`config.mk`:
```
export PLATFORM = sky130hd
export DESIGN_NAME = pll_divider_search_core
export DESIGN_NICKNAME = d
export VERILOG_FILES = /design/src/rtl/pds_pkg.sv /design/src/rtl/pds_acc.sv /design/src/rtl/pll_divider_search_core.sv
export SDC_FILE = /design/constraint.sdc
export NUM_CORES = 1
export LEC_CHECK = 0
export ABC_CLOCK_PERIOD_IN_PS = 19450
export CORE_ASPECT_RATIO = 1.4
export CORE_UTILIZATION = 55
export DETAILED_ROUTE_END_ITERATION = 7
export DONT_BUFFER_PORTS = 1
export PLACE_DENSITY_LB_ADDON = 0.05
export SLEW_MARGIN = 15
export SYNTH_ARGS = -nofsm -noshare
export SYNTH_HDL_FRONTEND = slang
export SYNTH_SLANG_ARGS = --single-unit
```
`constraint.sdc`:
```
create_clock -name clk_i -period 19.45 [get_ports clk_i]
set_input_delay 3.89 -clock clk_i [delete_from_list [all_inputs] [get_ports clk_i]]
set_output_delay 3.89 -clock clk_i [all_outputs]
set_load 0.02 [all_outputs]
```
`src/rtl/pds_pkg.sv`:
```
// ----------------------------------------------------------------------------
// pds_pkg
// Constants and types of the PLL divider search core: reference clocks,
// per pre-divider quotient tables, search limits and the register map.
// ----------------------------------------------------------------------------
`default_nettype none

package pds_pkg;

  localparam int unsigned LegRefHz = 14318180;
  localparam int unsigned ProRefHz = 14318000;

  localparam logic [29:0] PRO_VCO_MIN_HZ = 30'd300000000;

  localparam logic [8:0] LEG_FB_LAST = 9'd127;
  localparam logic [8:0] PRO_FB_LAST = 9'd298;
  localparam logic [2:0] LEG_R_LAST  = 3'd3;
  localparam logic [2:0] LEG_N_LAST  = 3'd7;
  localparam logic [2:0] POST_MAX    = 3'd7;

  localparam logic [19:0] BAND_LOW_KHZ  = 20'd30000;
  localparam logic [19:0] BAND_MID_KHZ  = 20'd45000;
  localparam logic [19:0] BAND_HIGH_KHZ = 20'd170000;

  // register map (word index)
  localparam logic REG_PLL_STYLE = 1'b0;

  // floor(ref / n) and ref mod n for n = 1..7, entry 0 unused
  localparam logic [23:0] LEG_QN [8] = '{
    24'd0, 24'(LegRefHz / 1), 24'(LegRefHz / 2), 24'(LegRefHz / 3),
    24'(LegRefHz / 4), 24'(LegRefHz / 5), 24'(LegRefHz / 6), 24'(LegRefHz / 7)};
  localparam logic [2:0] LEG_RN [8] = '{
    3'd0, 3'(LegRefHz % 1), 3'(LegRefHz % 2), 3'(LegRefHz % 3),
    3'(LegRefHz % 4), 3'(LegRefHz % 5), 3'(LegRefHz % 6), 3'(LegRefHz % 7)};
  localparam logic [23:0] PRO_QN [8] = '{
    24'd0, 24'(ProRefHz / 1), 24'(ProRefHz / 2), 24'(ProRefHz / 3),
    24'(ProRefHz / 4), 24'(ProRefHz / 5), 24'(ProRefHz / 6), 24'(ProRefHz / 7)};
  localparam logic [2:0] PRO_RN [8] = '{
    3'd0, 3'(ProRefHz % 1), 3'(ProRefHz % 2), 3'(ProRefHz % 3),
    3'(ProRefHz % 4), 3'(ProRefHz % 5), 3'(ProRefHz % 6), 3'(ProRefHz % 7)};

  typedef struct packed {
    logic load;  // set up a new (n, r) row at m = 1
    logic step;  // advance to m + 1
  } acc_ctrl_t;

endpackage

`default_nettype wire

```
`src/rtl/pds_acc.sv`:
```
// ----------------------------------------------------------------------------
// pds_acc
// Running quotient of ref * m / (n << r): keeps quotient and remainder and
// adds the per-row increment on each step, so no divider is needed.
// ----------------------------------------------------------------------------
`default_nettype none

module pds_acc (
  input  wire logic              clk_i,
  input  wire logic              rst_ni,
  input  wire pds_pkg::acc_ctrl_t ctrl_i,
  input  wire logic              style_i,
  input  wire logic [2:0]        n_i,
  input  wire logic [2:0]        r_i,
  output logic [31:0]            q_o
);

  logic [31:0] q_q, q_d;
  logic [9:0]  rem_q, rem_d;
  logic [23:0] qd_q, qd_d;
  logic [9:0]  rd_q, rd_d;
  logic [9:0]  div_q, div_d;

  logic [23:0] qn;
  logic [2:0]  rn;
  logic [6:0]  low;
  logic [10:0] rem_sum;

  // split ref / (n << r) from ref / n: quotient shifts, low bits fold into remainder
  always_comb begin
    qn   = style_i ? pds_pkg::PRO_QN[n_i] : pds_pkg::LEG_QN[n_i];
    rn   = style_i ? pds_pkg::PRO_RN[n_i] : pds_pkg::LEG_RN[n_i];
    low  = qn[6:0] & 7'((8'd1 << r_i) - 8'd1);
    qd_d = qn >> r_i;
    rd_d = 10'(low) * 10'(n_i) + 10'(rn);
    div_d = 10'({7'd0, n_i} << r_i);
  end

  always_comb begin
    rem_sum = 11'(rem_q) + 11'(rd_q);
    q_d     = q_q;
    rem_d   = rem_q;
    if (ctrl_i.load) begin
      q_d   = 32'(qd_d);
      rem_d = rd_d;
    end else if (ctrl_i.step) begin
      if (rem_sum >= 11'(div_q)) begin
        rem_d = 10'(rem_sum - 11'(div_q));
        q_d   = q_q + 32'(qd_q) + 32'd1;
      end else begin
        rem_d = rem_sum[9:0];
        q_d   = q_q + 32'(qd_q);
      end
    end
  end

  always_ff @(posedge clk_i or negedge rst_ni) begin
    if (!rst_ni) begin
      q_q   <= '0;
      rem_q <= '0;
    end else begin
      q_q   <= q_d;
      rem_q <= rem_d;
    end
  end

  always_ff @(posedge clk_i) begin
    if (ctrl_i.load) begin
      qd_q  <= qd_d;
      rd_q  <= rd_d;
      div_q <= div_d;
    end
  end

  assign q_o = q_q;

endmodule

`default_nettype wire

```
`src/rtl/pll_divider_search_core.sv`:
```
// legacy style scans 27 rows of feedback values, then finishes
// pro style makes up to 8 post divider checks, then scans up to 6 rows, then
// finishes; a zero clock goes straight to finish
// throughput: one item at a time, ready again in the cycle its result appears
// one candidate per cycle while scanning a row, through the shared running-quotient accumulator
// reset is asynchronous, active low: style returns to legacy, sequencer to idle, no result held
// ----------------------------------------------------------------------------
// pll_divider_search_core
// Searches the PLL post, pre and feedback dividers that come closest to a
// requested pixel clock, in legacy or pro style.
// ----------------------------------------------------------------------------
`default_nettype none

module pll_divider_search_core (
  input  wire logic        clk_i,
  input  wire logic        rst_ni,
  // configuration
  input  wire logic        psel,
  input  wire logic        penable,
  input  wire logic        pwrite,
  input  wire logic [2:0]  paddr,
  input  wire logic [31:0] pwdata,
  output logic [31:0]      prdata,
  output logic             pready,
  // request stream
  input  wire logic        s_axis_tvalid,
  output logic             s_axis_tready,
  input  wire logic [23:0] s_axis_tdata,  // [19:0] clock_khz
  // result stream
  output logic             m_axis_tvalid,
  input  wire logic        m_axis_tready,
  output logic [23:0]      m_axis_tdata   // [0] found, [3:1] post_div, [6:4] pre_div,
                                          // [15:7] fb_div, [16] tuning_bit
);

  typedef enum logic [4:0] {
    ST_IDLE   = 5'b00001,
    ST_POST   = 5'b00010,
    ST_ROW    = 5'b00100,
    ST_SCAN   = 5'b01000,
    ST_FINISH = 5'b10000
  } state_e;

  state_e state_q, state_d;

  logic        style_q;
  logic [29:0] target_q, target_d;
  logic [22:0] tol_q, tol_d;
  logic [29:0] tsh_q, tsh_d;
  logic [2:0]  r_q, r_d;
  logic [2:0]  n_q, n_d;
  logic [2:0]  nlast_q, nlast_d;
  logic [8:0]  m_q, m_d;
  logic        have_q, have_d;
  logic [31:0] best_e_q, best_e_d;
  logic [2:0]  br_q, br_d;
  logic [2:0]  bn_q, bn_d;
  logic [8:0]  bm_q, bm_d;
  logic        out_valid_q;
  logic [23:0] out_data_q;

  logic [19:0] khz;
  logic [31:0] q;
  logic [31:0] err;
  logic        eval_ok;
  logic [8:0]  m_last;
  logic        cfg_wr;
  pds_pkg::acc_ctrl_t acc_ctrl;

  // configuration port
  assign pready = 1'b1;
  assign cfg_wr = psel & penable & pwrite & pready;

  always_ff @(posedge clk_i or negedge rst_ni) begin
    if (!rst_ni) begin
      style_q <= 1'b0;
    end else if (cfg_wr && paddr[2] == pds_pkg::REG_PLL_STYLE) begin
      style_q <= pwdata[0];
    end
  end

  always_comb begin
    prdata = '0;
    unique case (paddr[2])
      pds_pkg::REG_PLL_STYLE: prdata = {31'd0, style_q};
      default:                prdata = '0;
    endcase
  end

  assign khz           = s_axis_tdata[19:0];
  assign s_axis_tready = (state_q == ST_IDLE);
  assign m_last        = style_q ? pds_pkg::PRO_FB_LAST : pds_pkg::LEG_FB_LAST;

  pds_acc u_acc (
    .clk_i   (clk_i),
    .rst_ni  (rst_ni),
    .ctrl_i  (acc_ctrl),
    .style_i (style_q),
    .n_i     (n_q),
    .r_i     (r_q),
    .q_o     (q)
  );

  assign err = (q > 32'(target_q)) ? (q - 32'(target_q)) : (32'(target_q) - q);

  // pro style skips m = 1 and needs 200 * err < target, i.e. err < 5 * clock_khz
  assign eval_ok = (!style_q || (m_q != 9'd1 && err < 32'(tol_q))) &&
                   (!have_q || err < best_e_q);

  always_comb begin
    state_d  = state_q;
    target_d = target_q;
    tol_d    = tol_q;
    tsh_d    = tsh_q;
    r_d      = r_q;
    n_d      = n_q;
    nlast_d  = nlast_q;
    m_d      = m_q;
    have_d   = have_q;
    best_e_d = best_e_q;
    br_d     = br_q;
    bn_d     = bn_q;
    bm_d     = bm_q;
    acc_ctrl = '0;

    unique case (state_q)
      ST_IDLE: begin
        if (s_axis_tvalid) begin
          target_d = 30'(khz) * 30'd1000;
          tol_d    = 23'({khz, 2'b00}) + 23'(khz);
          tsh_d    = 30'(khz) * 30'd1000;
          have_d   = 1'b0;
          r_d      = '0;
          n_d      = 3'd2;
          if (!style_q) begin
            nlast_d = pds_pkg::LEG_N_LAST;
          end else if (khz < pds_pkg::BAND_LOW_KHZ) begin
            nlast_d = 3'd7;
          end else if (khz < pds_pkg::BAND_MID_KHZ) begin
            nlast_d = 3'd6;
          end else if (khz < pds_pkg::BAND_HIGH_KHZ) begin
            nlast_d = 3'd5;
          end else begin
            nlast_d = 3'd4;
          end
          if (khz == '0) begin
            state_d = ST_FINISH;
          end else if (style_q) begin
            state_d = ST_POST;
          end else begin
            state_d = ST_ROW;
          end
        end
      end
      ST_POST: begin
        // smallest post divider lifting the clock to the vco floor
        if (tsh_q >= pds_pkg::PRO_VCO_MIN_HZ) begin
          state_d = ST_ROW;
        end else if (r_q == pds_pkg::POST_MAX) begin
          state_d = ST_FINISH;
        end else begin
          r_d   = r_q + 3'd1;
          tsh_d = {tsh_q[28:0], 1'b0};
        end
      end
      ST_ROW: begin
        acc_ctrl.load = 1'b1;
        m_d           = 9'd1;
        state_d       = ST_SCAN;
      end
      ST_SCAN: begin
        if (eval_ok) begin
          have_d   = 1'b1;
          best_e_d = err;
          br_d     = r_q;
          bn_d     = n_q;
          bm_d     = m_q;
        end
        if (m_q == m_last) begin
          if (n_q != nlast_q) begin
            n_d     = n_q + 3'd1;
            state_d = ST_ROW;
          end else if (!style_q && r_q != pds_pkg::LEG_R_LAST) begin
            r_d     = r_q + 3'd1;
            n_d     = 3'd1;
            state_d = ST_ROW;
          end else begin
            state_d = ST_FINISH;
          end
        end else begin
          m_d           = m_q + 9'd1;
          acc_ctrl.step = 1'b1;
        end
      end
      ST_FINISH: begin
        if (!out_valid_q || m_axis_tready) begin
          state_d = ST_IDLE;
        end
      end
      default: state_d = ST_IDLE;
    endcase
  end

  always_ff @(posedge clk_i or negedge rst_ni) begin
    if (!rst_ni) begin
      state_q     <= ST_IDLE;
      have_q      <= 1'b0;
      out_valid_q <= 1'b0;
    end else begin
      state_q <= state_d;
      have_q  <= have_d;
      if (state_q == ST_FINISH && (!out_valid_q || m_axis_tready)) begin
        out_valid_q <= 1'b1;
      end else if (m_axis_tready) begin
        out_valid_q <= 1'b0;
      end
    end
  end

  always_ff @(posedge clk_i) begin
    target_q <= target_d;
    tol_q    <= tol_d;
    tsh_q    <= tsh_d;
    r_q      <= r_d;
    n_q      <= n_d;
    nlast_q  <= nlast_d;
    m_q      <= m_d;
    best_e_q <= best_e_d;
    br_q     <= br_d;
    bn_q     <= bn_d;
    bm_q     <= bm_d;
    if (state_q == ST_FINISH && (!out_valid_q || m_axis_tready)) begin
      if (have_q) begin
        out_data_q <= {7'd0, style_q, bm_q, bn_q, br_q, 1'b1};
      end else begin
        out_data_q <= '0;
      end
    end
  end

  assign m_axis_tvalid = out_valid_q;
  assign m_axis_tdata  = out_data_q;

endmodule

`default_nettype wire

```
# ---- Yosys cells after proc, flatten, opt, wreduce, memory -nomap -nowiden
# Memory sizes are Yosys's and may differ from the RTL's.
# Index checks and enable logic that the tools add are counted.
dict set report word_totals {
  regBits 263
  rom_bits 432
  inputBits 66
  out_inout_bits 59
  wordCells 166
  memories 4
}
dict set report classes {
  n_addsub 12
  n_mul 2
  magnitude_cmp 9
  eq_ne 21
  shift 3
  mux 58
  n_bitwise 6
  n_reduce_logical 28
}
# memory depth width rd rd_clocked_by_memory_dff write_ports line
set memory_table {}
lappend memory_table {{(name not given)} 8 24 1 0 0 pds_acc.sv:31} ;# qn = style_i ? pds_pkg::PRO_QN[n_i] : pds_pkg::LEG_QN[n_i];
lappend memory_table {{(name not given)} 8 24 1 0 0 pds_acc.sv:31}
lappend memory_table {{(name not given)} 8 3 1 0 0 pds_acc.sv:32} ;# rn = style_i ? pds_pkg::PRO_RN[n_i] : pds_pkg::LEG_RN[n_i];
lappend memory_table {{(name not given)} 8 3 1 0 0 pds_acc.sv:32}
# cell n
set ops {}
lappend ops {{$mux 32} 4}
lappend ops {{$mux 24} 5}
lappend ops {{$mux 30} 3}
lappend ops {{$pmux 30 s2} 1}
lappend ops {{$mux 3} 16}
lappend ops {{$mux 5} 8}
lappend ops {{$add 32x1->32 const B} 1}
lappend ops {{$add 32x24->32} 1}
lappend ops {{$gt 32x30->1} 1}
lappend ops {{$lt 32x23->1} 1}
lappend ops {{$lt 32x32->1} 1}
lappend ops {{$sub 30x32->32} 1}
lappend ops {{$sub 32x30->32} 1}
lappend ops {{$ge 30x29->1 const B} 1}
lappend ops {{$mux 10} 3}
lappend ops {{$mul 20x7->27 const B} 1}
lappend ops {{$pmux 5 s5} 1}
lappend ops {{$shr 24x3->24} 1}
lappend ops {{$add 22x20->23} 1}
lappend ops {{$logic_not 20->1} 1}
lappend ops {{$lt 20x15->1 const B} 1}
lappend ops {{$lt 20x16->1 const B} 1}
lappend ops {{$lt 20x18->1 const B} 1}
lappend ops {{$mux 9} 2}
lappend ops {{other kinds (44)} 81}

# ---- Depth between registers and ports, before layout
dict set report depth {
  word_depth 9
  mapped_depth 25
}

# ---- By module
# A second synthesis with hierarchy kept.
dict set report unflattened {
  cells_unflattened 2527
  hier_area_um2 23711.5
}
# mod n_inst cells_each area_per_inst_um2 seq_area_each_um2
set modules_own_cells {}
lappend modules_own_cells {pll_divider_search_core 1 1510 15210.8 4855.9}
lappend modules_own_cells {pds_acc 1 1017 8500.7 2372.3}

# ---- Worst setup path before layout
# Ideal clock, no wire load.
dict set report synth_path {
  path_type {input port to flip-flop}
  start {input s_axis_tdata[3]}
  end {register tsh_q[29], data pin}
  t_arrival_ps 8245
  slack_ps 10945
  cell_stages 14
  path_buffers 0
  cell_sequence {fa_1 -> fa_1 -> fa_1 -> fa_1 -> ha_1 -> a2111o_1 -> a21oi_1 -> o21ai_0 -> o311ai_0 -> a21oi_1 -> o31ai_1 -> o21ai_0 -> xnor2_1 -> mux2_2}
}
dict set report synth_via {
  elab_chain_cells 3
}
# item line
set synth_rtl {}
lappend synth_rtl {{start: declaration} pll_divider_search_core.sv:28} ;# input wire logic [23:0] s_axis_tdata,
lappend synth_rtl {{$mul 20x7->27} pll_divider_search_core.sv:131} ;# tsh_d = 30'(khz) * 30'd1000;
lappend synth_rtl {{$mux 30} pll_divider_search_core.sv:128} ;# if (s_axis_tvalid) begin
lappend synth_rtl {{$pmux 30 s2} pll_divider_search_core.sv:126} ;# unique case (state_q)
lappend synth_rtl {{named net tsh_d[29]} pll_divider_search_core.sv:49} ;# logic [29:0] tsh_q, tsh_d;
lappend synth_rtl {{end signal: assignment} pll_divider_search_core.sv:223} ;# tsh_q <= tsh_d;
lappend synth_rtl {{end: declaration} pll_divider_search_core.sv:49}
# The timed path passes the listed nets, and every way through them passes these cells. The select of a mux whose other input is x is not followed.
# A chain may end at the register's enable or synchronous reset.

# ---- Final worst setup path
# Ends and elaborated chain as after synthesis.

==> results.tsv <==
stage	metric	value	unit
die	coreArea	0.0430	mm^2
timing	tightest_slew	1150	ps
logic_synthesis	synth.top_cell.area_share	0.250	
cells_and_area	drive_gt1_frac	0.0585	
placed_design	gp_congestion	0.970	
routing	vias	18700	
timing	hold_violations	0	
status	status	finished clean	
cells_and_area	syn2layout_area_growth	4.98	%
clock_network	cts-resized-gates	0	
critical_path	crit_path_start_kind	input pin	
logic_synthesis	yosys_warnings	0	
routing	wl_per_cell	21.3	um
global_routing	grt_overflow	0	
cells_and_area	final_common_cell	ha_1	
timing	clock-skew-final	10.7	ps
die	start_util	0.555	
clock_network	h-tree-depth	1	
cells_and_area	final_cell_mix	286 x ha_1, 218 x inv_1, 199 x edfxtp_1	
clock_network	cts_tree	yes	
critical_path	endpoint_kind	flop	
logic_synthesis	synthDistinctLibCells	108	
global_routing	grt_pass1_vias	19000	
min_path	min_path_type	flop to flop	
timing	max_freq	111	MHz
routing	totalWireLength	65.3	mm
global_routing	antenna_found_initial	1	
placed_design	io_buffers	0	
cells_and_area	fillCellCount	3800	
global_routing	grt_usage	0.299	
logic_synthesis	synth_area	0.0239	mm^2
routing	ant_nets	0	
critical_path	critical_path_class	input pin to flop	
timing	slew_headroom	0.233	
routing	vias_per_cell	6.12	
routing	drt_pass1_iterations	5	
placed_design	place_hpwl	52.4	mm
cells_and_area	antennaDiodeCount	0	
global_routing	grt_pass1_wl	102	mm
logic_synthesis	synth_top_cell_by_area	edfxtp_1	
clock_network	post_cts_buffers	0	
clock_network	cts_sinks	249	
critical_path	crit_fanout	10	
cells_and_area	nets	2927	
logic_synthesis	synth_flop_cell	edfxtp_1	
routing	drc	0	
timing	drv_slew	0	
global_routing	grt_max_degree	67	
clock_network	path_clk_slew	60	ps
logic_synthesis	seq_area_frac_synth	0.303	
logic_synthesis	synth.avg_cell_area	9.39	um^2
critical_path	arrival	9310	ps
logic_synthesis	ys_async_sr_fraction	0.201	
clock_network	cts_buffers	26	
die	io-pin-count	125	
timing	hold_ws	497	ps
clock_network	hold_buffers	0	
logic_synthesis	synthCells	2544	
run	maxCapViolations	0	
clock_network	max-clock-path-buffers	3	
die	placementRows	90	
clock_network	root_buffer	clkbuf_16	
die	die_height	249	um
timing	fin_tns_setup	0	ps
logic_synthesis	synthTopCellsByArea	edfxtp_1 25%, ha_1 15%, fa_1 6.9%, dfrtp_1 5.1%, a21oi_1 4.0%	
die	dieArea	0.0443	mm^2
timing	finalCriticalPeriod	9000	ps
logic_synthesis	synth.ff_latch_count	249	
timing	finalCritPeriodShare	0.463	
timing	setup_viol	0	
die	die_w	178	um
critical_path	required	19750	ps
routing	drt-initial-drc-count	1039	
timing	rsz0062_at_grt	no	
logic_synthesis	synth_edf_count	199	
clock_network	clock_latency	550	ps
final cells by class:
class	instances	area, um^2	area share
well taps	552	691	0.0275
multi-input cells	1977	15300	0.610
flip-flops and latches	249	7230	0.288
clock inverters	13	149	0.00594
clock buffers	35	746	0.0297
inverters	224	841	0.0335
repair buffers	15	120	0.00479
state kept, by name, indices dropped and copies added, names as in the netlist:
name / cells
u_acc.q_o: 32
br_q: 3
tsh_q: 27
n_q: 3
style_q: 1
target_q: 24
have_q: 1
m_axis_tvalid: 1
u_acc.qd_q: 24
m_axis_tdata: 17
u_acc.rd_q: 10
bm_q: 9
bn_q: 3
u_acc.rem_q: 10
u_acc.div_q: 10
state_q: 5
m_q: 9
tol_q: 23
best_e_q: 32
r_q: 3
nlast_q: 2
per-stage QoR:
stage	setup WS (ps)	area, um^2	util	std cells
3_5_place_dp	9980	24200	0.562	3016
2_1_floorplan	10940	24000	-	2581
6_report	10450	25100	0.583	3065
5_1_grt	10260	25100	0.583	3065
4_1_cts	10550	25100	0.583	3064
3_3_place_gp	10000	24200	0.562	3016
synth_stat cells (all sizes together), types with 33 or more instances:
library cell	count
dfrtp	49
fa	82
a21o	78
a21oi	196
inv	220
nor2	176
ha	286
a211oi	38
o21ai	149
clkbuf	60
nor3	49
nand2	170
xor2	34
mux2	33
mux2i	39
buf	71
and2	40
xnor2	90
o21a	33
edfxtp	199
nand3	59
cell families (layout without fill, tap and decap cells):
logic type,count (synthesis),in the layout,synth area share
other,2,39,0.000314
AOI/OAI and AO/OA,696,696,0.195
buffers and inverters,355,287,0.0639
adders and majority gates,368,368,0.219
and+or+nand+nor,678,678,0.143
DFF,249,249,0.303
xor gates and xnor gates,124,124,0.0455
muxes,72,72,0.0319
worst paths after layout:
path	depth (start not counted)	endpoint	slack, ps	startpoint
max	14	tsh_q[29]	10450	s_axis_tdata[3]
max reg2reg	21	best_e_q[0]	11230	u_acc.q_o[24]
min in group asynchronous	0	u_acc.q_o[22]	3030	rst_ni
max in group asynchronous	0	state_q[0]	16240	rst_ni
min	2	u_acc.rem_q[3]	500	u_acc.rem_q[3]
min reg2reg	2	u_acc.rem_q[3]	500	u_acc.rem_q[3]
metal layers:
layer | vias to the layer above | GRT usage | routed length (um)
li1 | 9034 | - | -
met1 | 9082 | 0.308 | 23600
met2 | 470 | 0.580 | 35500
met3 | 158 | 0.0272 | 2230
met4 | 2 | 0.162 | 3920
met5 | - | 0 | 13
worst max-delay path: stages:
cell and delay [ps]:
fa_1 500, fa_1 590, fa_1 460, fa_1 470
ha_1 380, a2111o_1 430, a21oi_1 220, o21ai_0 230
o311ai_0 890, a21oi_1 210, o31ai_1 410, o21ai_0 170
xnor2_1 180, mux2_2 270
Power is not shown: default switching activity piles up to over one toggle a cycle in this logic, so the estimate is an artifact.
